`config.mk`:
```
export PLATFORM = sky130hd
export DESIGN_NAME = selection_sort_engine
export DESIGN_NICKNAME = d
export VERILOG_FILES = /design/src/hdl/ssort_pkg.sv /design/src/hdl/ssort_ram.sv /design/src/hdl/selection_sort_engine.sv
export VERILOG_INCLUDE_DIRS = /design/src /design/src/hdl
export SDC_FILE = /design/constraint.sdc
export NUM_CORES = 1
export LEC_CHECK = 0
export BUFFER_PORTS_ARGS = -buffer_cell sky130_fd_sc_hd__buf_2
export CORE_MARGIN = 2
export CORE_UTILIZATION = 52
export CTS_CLUSTER_DIAMETER = 120
export DETAILED_ROUTE_END_ITERATION = 7
export GPL_TIMING_DRIVEN = 1
export PLACE_DENSITY = 0.68
export SYNTH_ARGS = -nofsm -noshare
export SYNTH_HDL_FRONTEND = slang
export SYNTH_SLANG_ARGS = --single-unit
export TNS_END_PERCENT = 30
```
`constraint.sdc`:
```
create_clock -name clk -period 8.9 [get_ports clk]
set_input_delay 0.89 -clock clk [delete_from_list [all_inputs] [get_ports clk]]
set_output_delay 0.89 -clock clk [all_outputs]
set_load 0.05 [all_outputs]
```
`src/hdl/selection_sort_engine_assert.svh`:
```
// Assertion macros for the selection sort engine.
// Used inside modules that provide clk and rst_n; no other dependencies.
`ifndef SELECTION_SORT_ENGINE_ASSERT_SVH
`define SELECTION_SORT_ENGINE_ASSERT_SVH

// Consequent must hold in the same cycle as the antecedent.
`define SSE_ASSERT_SAME(label, ante, cons, msg) \
    label: assert property (@(posedge clk) disable iff (!rst_n) (ante) |-> (cons)) \
        else $error(msg);

// Consequent must hold in the cycle after the antecedent.
`define SSE_ASSERT_NEXT(label, ante, cons, msg) \
    label: assert property (@(posedge clk) disable iff (!rst_n) (ante) |=> (cons)) \
        else $error(msg);

`endif

```
`src/hdl/ssort_pkg.sv`:
```
// Shared constants and types for the selection sort engine.
// No dependencies; imported by the top level.
`default_nettype none

package ssort_pkg;

    localparam int DEPTH   = 16;
    localparam int DATA_W  = 32;
    localparam int IDX_W   = $clog2(DEPTH);
    localparam int CNT_W   = $clog2(DEPTH + 1);

    typedef enum logic [2:0] {
        ST_LOAD,
        ST_SCAN,
        ST_SCAN_END,
        ST_SWAP_END,
        ST_SWAP_BEST,
        ST_EMIT_RD,
        ST_EMIT_OUT
    } ssort_state_t;

endpackage

`default_nettype wire

```
`src/hdl/ssort_ram.sv`:
```
// Generic single-port-write, single-port-read RAM with registered read data.
// No dependencies.
`default_nettype none

module ssort_ram #(
    parameter int WIDTH = 32,
    parameter int DEPTH = 16,
    localparam int AW = (DEPTH > 1) ? $clog2(DEPTH) : 1
) (
    input  wire logic             clk,
    input  wire logic             we,
    input  wire logic [AW-1:0]    waddr,
    input  wire logic [WIDTH-1:0] wdata,
    input  wire logic             rd_en,
    input  wire logic [AW-1:0]    raddr,
    output logic      [WIDTH-1:0] rdata
);

    logic [WIDTH-1:0] mem [DEPTH];

    always_ff @(posedge clk)
    begin
        if (we)
        begin
            mem[waddr] <= wdata;
        end
        if (rd_en)
        begin
            rdata <= mem[raddr];
        end
    end

endmodule

`default_nettype wire

```
`src/hdl/selection_sort_engine.sv`:
```
// Selection sort engine: loads signed 32-bit elements into one RAM of DEPTH entries,
// sorts each set in place when its last element arrives, and streams it out
// smallest first. The input is never stalled while a set is loading. A set
// is sorted in passes: each pass reads the unsorted part once through the
// single read port of the element RAM (one entry per cycle, with registered
// read data) and swaps with two writes. Each result is read from the RAM and
// then loaded into the output register when the output is not stalled.
// Elements beyond DEPTH are dropped and flagged as overflowed on every result
// of that set. The input is stalled from the last beat of a set until its
// final result is loaded into the output register.
// Depends on ssort_pkg and ssort_ram.
`default_nettype none

`include "selection_sort_engine_assert.svh"

module selection_sort_engine
    import ssort_pkg::*;
(
    input  wire logic                     clk,
    input  wire logic                     rst_n,
    input  wire logic                     item_valid,
    output logic                          item_stall,
    input  wire logic signed [DATA_W-1:0] value,
    input  wire logic                     last,
    output logic                          res_valid,
    input  wire logic                     res_stall,
    output logic signed [DATA_W-1:0]      value_res,
    output logic                          last_res,
    output logic                          overflowed
);

    ssort_state_t       state_reg;
    ssort_state_t       state_next;

    logic [CNT_W-1:0]   cnt_reg;
    logic               drop_reg;
    logic [IDX_W-1:0]   iss_reg;
    logic               pend_reg;
    logic [IDX_W-1:0]   pidx_reg;
    logic [IDX_W-1:0]   end_reg;
    logic [IDX_W-1:0]   emit_k_reg;
    logic [DATA_W-1:0]  best_val_reg;
    logic [IDX_W-1:0]   best_idx_reg;
    logic [DATA_W-1:0]  end_val_reg;
    logic               res_valid_reg;
    logic [DATA_W-1:0]  value_res_reg;
    logic               last_res_reg;
    logic               overflowed_reg;

    logic               accept;
    logic               full;
    logic [CNT_W-1:0]   load_cnt;
    logic               out_free;
    logic               last_sel;
    logic               take;

    logic               mem_we;
    logic [IDX_W-1:0]   mem_waddr;
    logic [DATA_W-1:0]  mem_wdata;
    logic               mem_rd_en;
    logic [IDX_W-1:0]   mem_raddr;
    logic [DATA_W-1:0]  mem_rdata;

    ssort_ram #(
        .WIDTH (DATA_W),
        .DEPTH (DEPTH)
    ) u_store (
        .clk   (clk),
        .we    (mem_we),
        .waddr (mem_waddr),
        .wdata (mem_wdata),
        .rd_en (mem_rd_en),
        .raddr (mem_raddr),
        .rdata (mem_rdata)
    );

    assign accept   = item_valid && !item_stall;
    assign full     = (cnt_reg == CNT_W'(DEPTH));
    assign load_cnt = full ? cnt_reg : cnt_reg + CNT_W'(1);
    assign out_free = !res_valid_reg || !res_stall;
    assign last_sel = ((CNT_W'(emit_k_reg) + CNT_W'(1)) == cnt_reg);
    // first read of a pass seeds the running maximum
    assign take     = (pidx_reg == '0) || ($signed(mem_rdata) > $signed(best_val_reg));

    // next state
    always_comb
    begin
        state_next = state_reg;
        case (state_reg)
            ST_LOAD:
            begin
                if (accept && last)
                begin
                    state_next = (load_cnt > CNT_W'(1)) ? ST_SCAN : ST_EMIT_RD;
                end
            end
            ST_SCAN:
            begin
                if (iss_reg == end_reg)
                begin
                    state_next = ST_SCAN_END;
                end
            end
            ST_SCAN_END:
            begin
                state_next = ST_SWAP_END;
            end
            ST_SWAP_END:
            begin
                state_next = ST_SWAP_BEST;
            end
            ST_SWAP_BEST:
            begin
                state_next = (end_reg == IDX_W'(1)) ? ST_EMIT_RD : ST_SCAN;
            end
            ST_EMIT_RD:
            begin
                state_next = ST_EMIT_OUT;
            end
            ST_EMIT_OUT:
            begin
                if (out_free)
                begin
                    state_next = last_sel ? ST_LOAD : ST_EMIT_RD;
                end
            end
            default:
            begin
                state_next = ST_LOAD;
            end
        endcase
    end

    // memory and handshake controls
    always_comb
    begin
        item_stall = 1'b1;
        mem_we     = 1'b0;
        mem_waddr  = cnt_reg[IDX_W-1:0];
        mem_wdata  = value;
        mem_rd_en  = 1'b0;
        mem_raddr  = iss_reg;
        case (state_reg)
            ST_LOAD:
            begin
                item_stall = 1'b0;
                mem_we     = item_valid && !full;
            end
            ST_SCAN:
            begin
                mem_rd_en = 1'b1;
            end
            ST_SWAP_END:
            begin
                mem_we    = 1'b1;
                mem_waddr = end_reg;
                mem_wdata = best_val_reg;
            end
            ST_SWAP_BEST:
            begin
                mem_we    = 1'b1;
                mem_waddr = best_idx_reg;
                mem_wdata = end_val_reg;
            end
            ST_EMIT_RD:
            begin
                mem_rd_en = 1'b1;
                mem_raddr = emit_k_reg;
            end
            default:
            begin
                item_stall = 1'b1;
            end
        endcase
    end

    // control registers
    always_ff @(posedge clk or negedge rst_n)
    begin
        if (!rst_n)
        begin
            state_reg     <= ST_LOAD;
            cnt_reg       <= '0;
            drop_reg      <= 1'b0;
            iss_reg       <= '0;
            pend_reg      <= 1'b0;
            end_reg       <= '0;
            emit_k_reg    <= '0;
            res_valid_reg <= 1'b0;
        end
        else
        begin
            state_reg <= state_next;
            pend_reg  <= (state_reg == ST_SCAN);

            if (state_reg == ST_LOAD && accept)
            begin
                cnt_reg  <= load_cnt;
                drop_reg <= drop_reg | full;
                if (last)
                begin
                    end_reg    <= IDX_W'(load_cnt - CNT_W'(1));
                    iss_reg    <= '0;
                    emit_k_reg <= '0;
                end
            end

            if (state_reg == ST_SCAN)
            begin
                iss_reg <= iss_reg + IDX_W'(1);
            end

            // shrink the unsorted part after each swap
            if (state_reg == ST_SWAP_BEST)
            begin
                end_reg <= end_reg - IDX_W'(1);
                iss_reg <= '0;
            end

            if (state_reg == ST_EMIT_OUT && out_free)
            begin
                res_valid_reg <= 1'b1;
                emit_k_reg    <= emit_k_reg + IDX_W'(1);
                if (last_sel)
                begin
                    cnt_reg  <= '0;
                    drop_reg <= 1'b0;
                end
            end
            else if (!res_stall)
            begin
                res_valid_reg <= 1'b0;
            end
        end
    end

    // datapath registers
    always_ff @(posedge clk)
    begin
        pidx_reg <= iss_reg;

        if ((state_reg == ST_SCAN || state_reg == ST_SCAN_END) && pend_reg && take)
        begin
            best_val_reg <= mem_rdata;
            best_idx_reg <= pidx_reg;
        end

        // hold the entry at the end of the unsorted part for the swap
        if (state_reg == ST_SCAN_END)
        begin
            end_val_reg <= mem_rdata;
        end

        if (state_reg == ST_EMIT_OUT && out_free)
        begin
            value_res_reg  <= mem_rdata;
            last_res_reg   <= last_sel;
            overflowed_reg <= drop_reg;
        end
    end

    assign res_valid  = res_valid_reg;
    assign value_res  = $signed(value_res_reg);
    assign last_res   = last_res_reg;
    assign overflowed = overflowed_reg;

    `SSE_ASSERT_SAME(a_cnt_range, 1'b1, cnt_reg <= CNT_W'(DEPTH),
        "element count exceeds store depth")
    `SSE_ASSERT_SAME(a_scan_bounds, state_reg == ST_SCAN,
        (end_reg != '0) && (CNT_W'(end_reg) < cnt_reg),
        "scan window outside loaded set")
    `SSE_ASSERT_SAME(a_scan_end_data, state_reg == ST_SCAN_END,
        pend_reg && (pidx_reg == end_reg),
        "scan end without read data of last unsorted entry")
    `SSE_ASSERT_NEXT(a_emit_done, (state_reg == ST_EMIT_OUT) && out_free && last_sel,
        (state_reg == ST_LOAD) && (cnt_reg == '0) && !drop_reg && res_valid && last_res,
        "final result did not return the engine to load")

endmodule

`default_nettype wire

```
# Word-level counts from Yosys, hierarchy flattened
# Memory sizes are Yosys's and may differ from the RTL's. A register that Yosys moved wholly into a read port is not among the register bits.
# Cells that the tools add are included.
[word_totals]
ram_bits = 512
reg_bits = 129
wordCells = 98
n_memories = 1
[mem_list]
columns = ["memory", "depth", "width", "read_ports", "rd_clocked_by_memory_dff", "wr", "line", "text"]
rows = [
  ["u_store.mem", 16, 32, 1, 1, 1, "ssort_ram.sv:19", "logic [WIDTH-1:0] mem [DEPTH];"],
]
[classes]
order_cmp = 2
n_eq_ne = 14
n_mux = 32
reduce_logical = 27
add_sub_neg = 6
bitwise = 1
[op_table]
columns = ["cell", "count"]
rows = [
  ["32-bit one-hot mux with 2 select lines", 1],
  ["4-bit 2-to-1 mux", 9],
  ["32-bit > comparator", 1],
  ["3-bit one-hot mux with 7 select lines", 1],
  ["5-bit 2-to-1 mux", 4],
  ["3-bit 2-to-1 mux", 6],
  ["3-bit == test, second input constant", 3],
  ["1-bit 2-to-1 mux", 9],
  ["4-bit by 1-bit adder with 4-bit output, second input constant", 2],
  ["4-bit one-hot mux with 2 select lines", 1],
  ["2-bit nonzero test", 4],
  ["4-bit by 1-bit subtractor with 4-bit output, second input constant", 2],
  ["1-bit logical AND", 7],
  ["3-bit by 2-bit == test with 1-bit output, second input constant", 2],
  ["2-bit AND reduction", 3],
  ["3-bit nonzero test", 2],
  ["4-bit by 1-bit adder with 5-bit output, second input constant", 1],
  ["5-bit by 1-bit adder with 5-bit output, second input constant", 1],
  ["5-bit == test", 1],
  ["5-bit == test, second input constant", 1],
  ["5-bit by 1-bit > comparator with 1-bit output, second input constant", 1],
  ["4-bit by 1-bit == test with 1-bit output, second input constant", 1],
  ["4-bit == test", 1],
  ["4-bit zero test", 1],
  ["other kinds (10)", 17],
]

# Depth between registers and ports, before layout
[logic_depth]
depth_word = 6
depth_mapped = 11
mapped_depth_nobuf = 10

# Cells and area by module
# Synthesis repeated with hierarchy kept, for this count alone.
[unflattened]
cells_unflattened = 1356
area_unflattened_um2 = 26322.7
[by_module_without_submodules]
columns = ["mod", "cells_each", "instances", "area_each_um2"]
rows = [
  ["ssort_ram", 838, 1, 20174.3],
  ["selection_sort_engine", 518, 1, 6148.4],
]

# Worst setup path before layout
# Ideal clock, no wire load.
[synth_path]
kind = "reg-to-reg"
start = "register state_reg[2]"
end = "register best_idx_reg[0], enable pin"
synth_period_minus_slack_ns = 6.676
stages_incl_launch_ff = 6
path_slack_ns = 2.224
path_buffers = 2
arrival_ns = 6.202
cell_sequence = "dfrtp_1 > clkbuf_1 > clkbuf_1 > nor3b_1 > o221ai_1 > nor3_1"
[synth_between]
elab_chain_cells = 4
[synth_rtl]
columns = ["element", "line", "text"]
rows = [
  ["start: declaration", "selection_sort_engine.sv:32", "ssort_state_t state_reg;"],
  ["start signal: assignment", "selection_sort_engine.sv:193", "state_reg <= state_next;"],
  ["3-bit by 1-bit == test with 1-bit output / 3-bit by 2-bit == test with 1-bit output (equally long branches)", "selection_sort_engine.sv:242", "if ((state_reg == ST_SCAN || state_reg == ST_SCAN_END) && pend_reg && take)"],
  ["1-bit logical OR (*)", "selection_sort_engine.sv:242", ""],
  ["1-bit logical AND (*) (2 in series)", "selection_sort_engine.sv:242", ""],
  ["end signal: assignment", "selection_sort_engine.sv:245", "best_idx_reg <= pidx_reg;"],
  ["end: declaration", "selection_sort_engine.sv:43", "logic [IDX_W-1:0] best_idx_reg;"],
]
# Mark *: on every way between the ends. The rest lies on a longest branch, timed or not.
# A chain may end at the register's enable or synchronous reset.

# Final worst setup path
[layout_path]
start = "register state_reg[0]"
end = "register u_store.rdata[12], read port of u_store.mem, data pin"
[layout_between]
elab_chain_cells = 3
[layout_rtl]
columns = ["element", "line", "text"]
rows = [
  ["3-bit by 1-bit == test with 1-bit output / 3-bit == test (equally long branches)", "selection_sort_engine.sv:143", "case (state_reg)"],
  ["2-bit OR reduction (no line) (*)", "--", ""],
  ["1-bit 2-to-1 mux (*)", "selection_sort_engine.sv:143", ""],
  ["net mem_rd_en", "selection_sort_engine.sv:60", "logic mem_rd_en;"],
  ["end: declaration", "ssort_ram.sv:16", "output logic [WIDTH-1:0] rdata"],
]
# Mark *: on every way through the listed nets, which the timed path passes. The rest lies on a longest branch.

==> metrics.sh <==
DIE_WIDTH_MICRONS=229
DIE_Y_EXTENT_MICRONS=229
FINAL_REPLACE_WEIGHTED_CONGESTION=0.762
FINAL_LAYOUT_SIZE_SUFFIX_GT1_FRAC=0.226
AREA_USED_BY_MULTI_INPUT_COMBINATIONAL_LOGIC_SQ_UM=6040
SYN-CELL-AREA_SQ_UM=26300
DETAILEDROUTE.FIRSTITERATIONVIOLATIONS=1350
SEQUENTIAL_CELL_AREA_SQ_UM=20100
PORT_BUFFERS=72
YOSYSWARNINGCOUNT=0
GRT_PASS1_VIAS=13400
LAYOUT.FILLER_CELLS=3675
SYN-INSTANCE-COUNT=1376
CRITICAL_PATH.MAX_FANOUT=44
ACHIEVABLE-FREQUENCY_MHz=258
YS_SEQ_ELEMENTS=673
MINIMUM_CLOCK_PERIOD_NS=3.88
IO-PIN-COUNT=73
RRSETUPSLACK_NS=5.02
SYNTH_TOP_AREA_FRAC=0.737
YOSYSUNIQUECELLTYPES=53
POST_CTS.RESIZED_INSTANCES=0
MAX_FLOP_REGISTER='u_store.mem'
HOLD_BUFFERS=0
CAP_VIOLATIONS=0
CTS-BUFFERS-INSERTED=70
SYNTH.LARGEST_AREA_CELL='sky130_fd_sc_hd__edfxtp_1'
MAX-SLEW-MARGIN-REL=0.118
POST-ROUTE-PERIOD-UTIL=0.436
FINAL.SETUP_SKEW_NS=0.0272
TIMING.CRITICAL_PATH.CELLS='nor2b_4 -> nand2_4 -> mux2i_4 -> buf_4 -> buf_4 -> mux4_2 -> a22oi_1 -> nand2_1'
R2R_END='u_store.rdata[12]$_DFFE_PP_'
FINALNETCOUNT=1556
TIMING.REG2REG.WORST_PATH_DEPTH=8
WORSTHOLDPATHTYPE='input port to asynchronous set/reset pin'
HTREEDEPTH=3
DETAILROUTE.VIA_COUNT=13100
GRT.TOTAL_USAGE=0.218
WORST_SETUP_PATH_END_KIND='register'
WORST-ENDPOINT-ARRIVAL_NS=4.21
CRITICAL-PATH-MAX-STAGE-DELAY_NS=0.71
GRT_FIRST_PASS_WIRELENGTH_MICRONS=84300
DIODES=0
FLOORPLAN.INITIALDENSITY=0.526
DPL-INSTANCE-AREA_SQ_UM=27600
ROWS=82
OVERFLOW=0
WORST-SLEW-PIN-TRANSITION_NS=1.32
ASYNC_FLOP_SHARE=0.0342
CELLPOWERDENSITY_nW_PER_UM2=352
FINALSETUPVIOLCOUNT=0
INSERTION_DELAY_NS=0.60
CTS.PATH.MAX_BUFFERS=3
WL_MICRONS=56100
TIMING_MAX_TRANSITION_VIOLATIONS_FINAL=0
AREA.GROWTH.SYNTH_TO_FINAL_PCT=12.7
FINAL_ANTENNA_NET_COUNT=0
SYNTH-SEQ-AREA-SHARE=0.761
RUN_STATUS='completed'
MOST_COMMON_CELL_AFTER_LAYOUT_FILL_AND_TAPS_ASIDE='sky130_fd_sc_hd__edfxtp_1'
CTS.REPAIR_TIMING.SETUP_BUFFER_COUNT=0
MAXIMUM_NUMBER_OF_PINS_ON_ONE_NET_BEFORE_GLOBAL_ROUTE_REPAIR=67
CRITPATHLAUNCHTYPE='register'
LAYOUT.CELLS.MOST_COMMON_LIST='sky130_fd_sc_hd__edfxtp_1, sky130_fd_sc_hd__nand2_1, sky130_fd_sc_hd__mux4_2'
CRITICAL_PATH_REQUIRED_NS=9.24
DIEAREA_SQ_UM=52500
TRITONCTS='done'
LARGEST_REG_FLOPS=512
FIN_AREA_SQ_UM=29700
FINAL-HOLD-VIOLATION-COUNT=0
SYNTH.AVG_CELL_AREA_SQ_UM=19.1
TIMING.CRITICAL_PATH.SLOWEST_STAGE_CELL='sky130_fd_sc_hd__buf_4'
DRT-VIAS-PER-INSTANCE=5.98
WORST-SETUP-PATH-TYPE='register to register'
NUMBER_OF_SYNTHESIZED_FLOPS_WITH_AN_ENABLE_PIN=646
CLOCKROOTBUFFER='sky130_fd_sc_hd__clkbuf_16'
CELL_TYPES_WITH_THE_LARGEST_AREA_SHARE_AFTER_SYNTHESIS='sky130_fd_sc_hd__edfxtp_1, sky130_fd_sc_hd__mux4_2, sky130_fd_sc_hd__a22oi_1, sky130_fd_sc_hd__dfrtp_1, sky130_fd_sc_hd__ha_1'
POST-ROUTE-DRC-COUNT=0
CLOCK-SINKS=673
IR_WORST_VDD_uV=231
PATH_CLK_SLEW_NS=0.06
WL_PER_CELL_MICRONS=25.6
TIMING.RR.START='state_reg[0]$_DFFE_PN0P_'
RSZ_0062_RAISED_AFTER_GLOBAL_ROUTING='no'
YOSYS_MOST_USED_DFF='sky130_fd_sc_hd__edfxtp_1'
DRT_PASS1_ITERATIONS=5
COREAREA_SQ_UM=50100
DETAILEDPLACEMENTHPWL_MICRONS=31200
GRT_ANTENNA_BEFORE_REPAIR=0
POWER.STATIC_LEAKAGE_nW=10.0
SYN-NUM-NETS=1453
CP_COMMON_CELL='sky130_fd_sc_hd__buf_4'
TOTALNEGATIVESETUPSLACK_NS=0
stage by stage:
step | hold WS [ns] | setup WS [ns] | util | std cells | power, mW
6_report | 0.294 | 5.02 | 0.593 | 2196 | 10.4
5_1_grt | 0.307 | 4.67 | 0.593 | 2196 | 10.9
4_1_cts | 0.278 | 4.95 | 0.593 | 2196 | 10.5
3_5_place_dp | 0.431 | 4.97 | 0.551 | 2079 | 7.84
3_3_place_gp | 0.417 | 5.01 | 0.551 | 2079 | 7.76
2_1_floorplan | 0.409 | 2.22 | - | 1376 | 6.82
worst max-delay path: cells and delay by family, from the launching register on:
| kind | cells | cell delay, ns |
|---|---|---|
| AO/OA/AOI/OAI | 1 | 0.25 |
| buffers and inverters | 2 | 1.40 |
| flip-flops | 1 | 0.60 |
| multiplexers | 2 | 0.82 |
| AND/OR/NAND/NOR | 3 | 0.47 |
power breakdown:
part           internal (mW)  switching (mW)  total [mW]
registers               4.51           0.300        4.81
logic                   1.07            1.86        2.93
clock network           1.55            1.14        2.70
layout make-up:
class / count / area share
Multi-Input combinational cell: 598 / 0.203
Inverter: 43 / 0.00544
Clock inverter: 25 / 0.00683
Tap cell: 672 / 0.0283
Sequential cell: 673 / 0.676
Timing Repair Buffer: 93 / 0.0175
Clock buffer: 92 / 0.0629
cells in the mapped netlist (2+ instances only):
cell type / n
sky130_fd_sc_hd__a21oi_1: 26
sky130_fd_sc_hd__nor2_1: 47
sky130_fd_sc_hd__buf_2: 4
sky130_fd_sc_hd__mux4_2: 128
sky130_fd_sc_hd__inv_1: 43
sky130_fd_sc_hd__o221ai_1: 2
sky130_fd_sc_hd__nor3b_1: 4
sky130_fd_sc_hd__nand2b_1: 9
sky130_fd_sc_hd__nand2_1: 130
sky130_fd_sc_hd__o21ai_0: 19
sky130_fd_sc_hd__nor4_1: 2
sky130_fd_sc_hd__o211ai_1: 2
sky130_fd_sc_hd__or2_2: 3
sky130_fd_sc_hd__xnor2_1: 11
sky130_fd_sc_hd__and2_1: 4
sky130_fd_sc_hd__nand4_1: 8
sky130_fd_sc_hd__nor3_1: 7
sky130_fd_sc_hd__xor2_1: 10
sky130_fd_sc_hd__clkbuf_1: 36
sky130_fd_sc_hd__a22oi_1: 96
sky130_fd_sc_hd__nand3b_1: 2
sky130_fd_sc_hd__dfrtp_1: 23
sky130_fd_sc_hd__ha_1: 40
sky130_fd_sc_hd__buf_1: 9
sky130_fd_sc_hd__a22o_1: 3
sky130_fd_sc_hd__mux2i_1: 6
sky130_fd_sc_hd__a221oi_1: 3
sky130_fd_sc_hd__nand3_1: 11
sky130_fd_sc_hd__edfxtp_1: 646
sky130_fd_sc_hd__or3_1: 3
sky130_fd_sc_hd__dfxtp_1: 4
sky130_fd_sc_hd__mux2_2: 2
sky130_fd_sc_hd__buf_4: 13
worst max-delay path by stage:
| stage | slack [ns] | from | endpoint |
|---|---|---|---|
| after floorplan | 2.22 | state_reg[2]$_DFFE_PN0P_ | best_idx_reg[0]$_DFFE_PP_ |
| after global routing | 4.67 | state_reg[0]$_DFFE_PN0P_ | u_store.rdata[11]$_DFFE_PP_ |
| after CTS | 4.95 | state_reg[0]$_DFFE_PN0P_ | u_store.rdata[12]$_DFFE_PP_ |
| after global placement | 5.01 | state_reg[0]$_DFFE_PN0P_ | u_store.rdata[11]$_DFFE_PP_ |
| after detailed placement | 4.97 | state_reg[0]$_DFFE_PN0P_ | u_store.rdata[12]$_DFFE_PP_ |
| final | 5.02 | state_reg[0]$_DFFE_PN0P_ | u_store.rdata[12]$_DFFE_PP_ |
metal layers:
layer | part of all wire | track usage | routed length, microns
met1 | 0.43 | 0.308 | 23900
met2 | 0.48 | 0.350 | 27000
met4 | 0.029 | 0.0696 | 1660
met5 | 0 | 0 | 0
met3 | 0.064 | 0.0408 | 3590
cell families after synthesis:
logic type	share of synthesized area
simple gates	0.0400
buf+inv	0.0170
mux	0.113
compound gates	0.0429
xor+xnor	0.00698
fa+ha+maj	0.0190
flops	0.761
(Power assumes the default switching activity.)
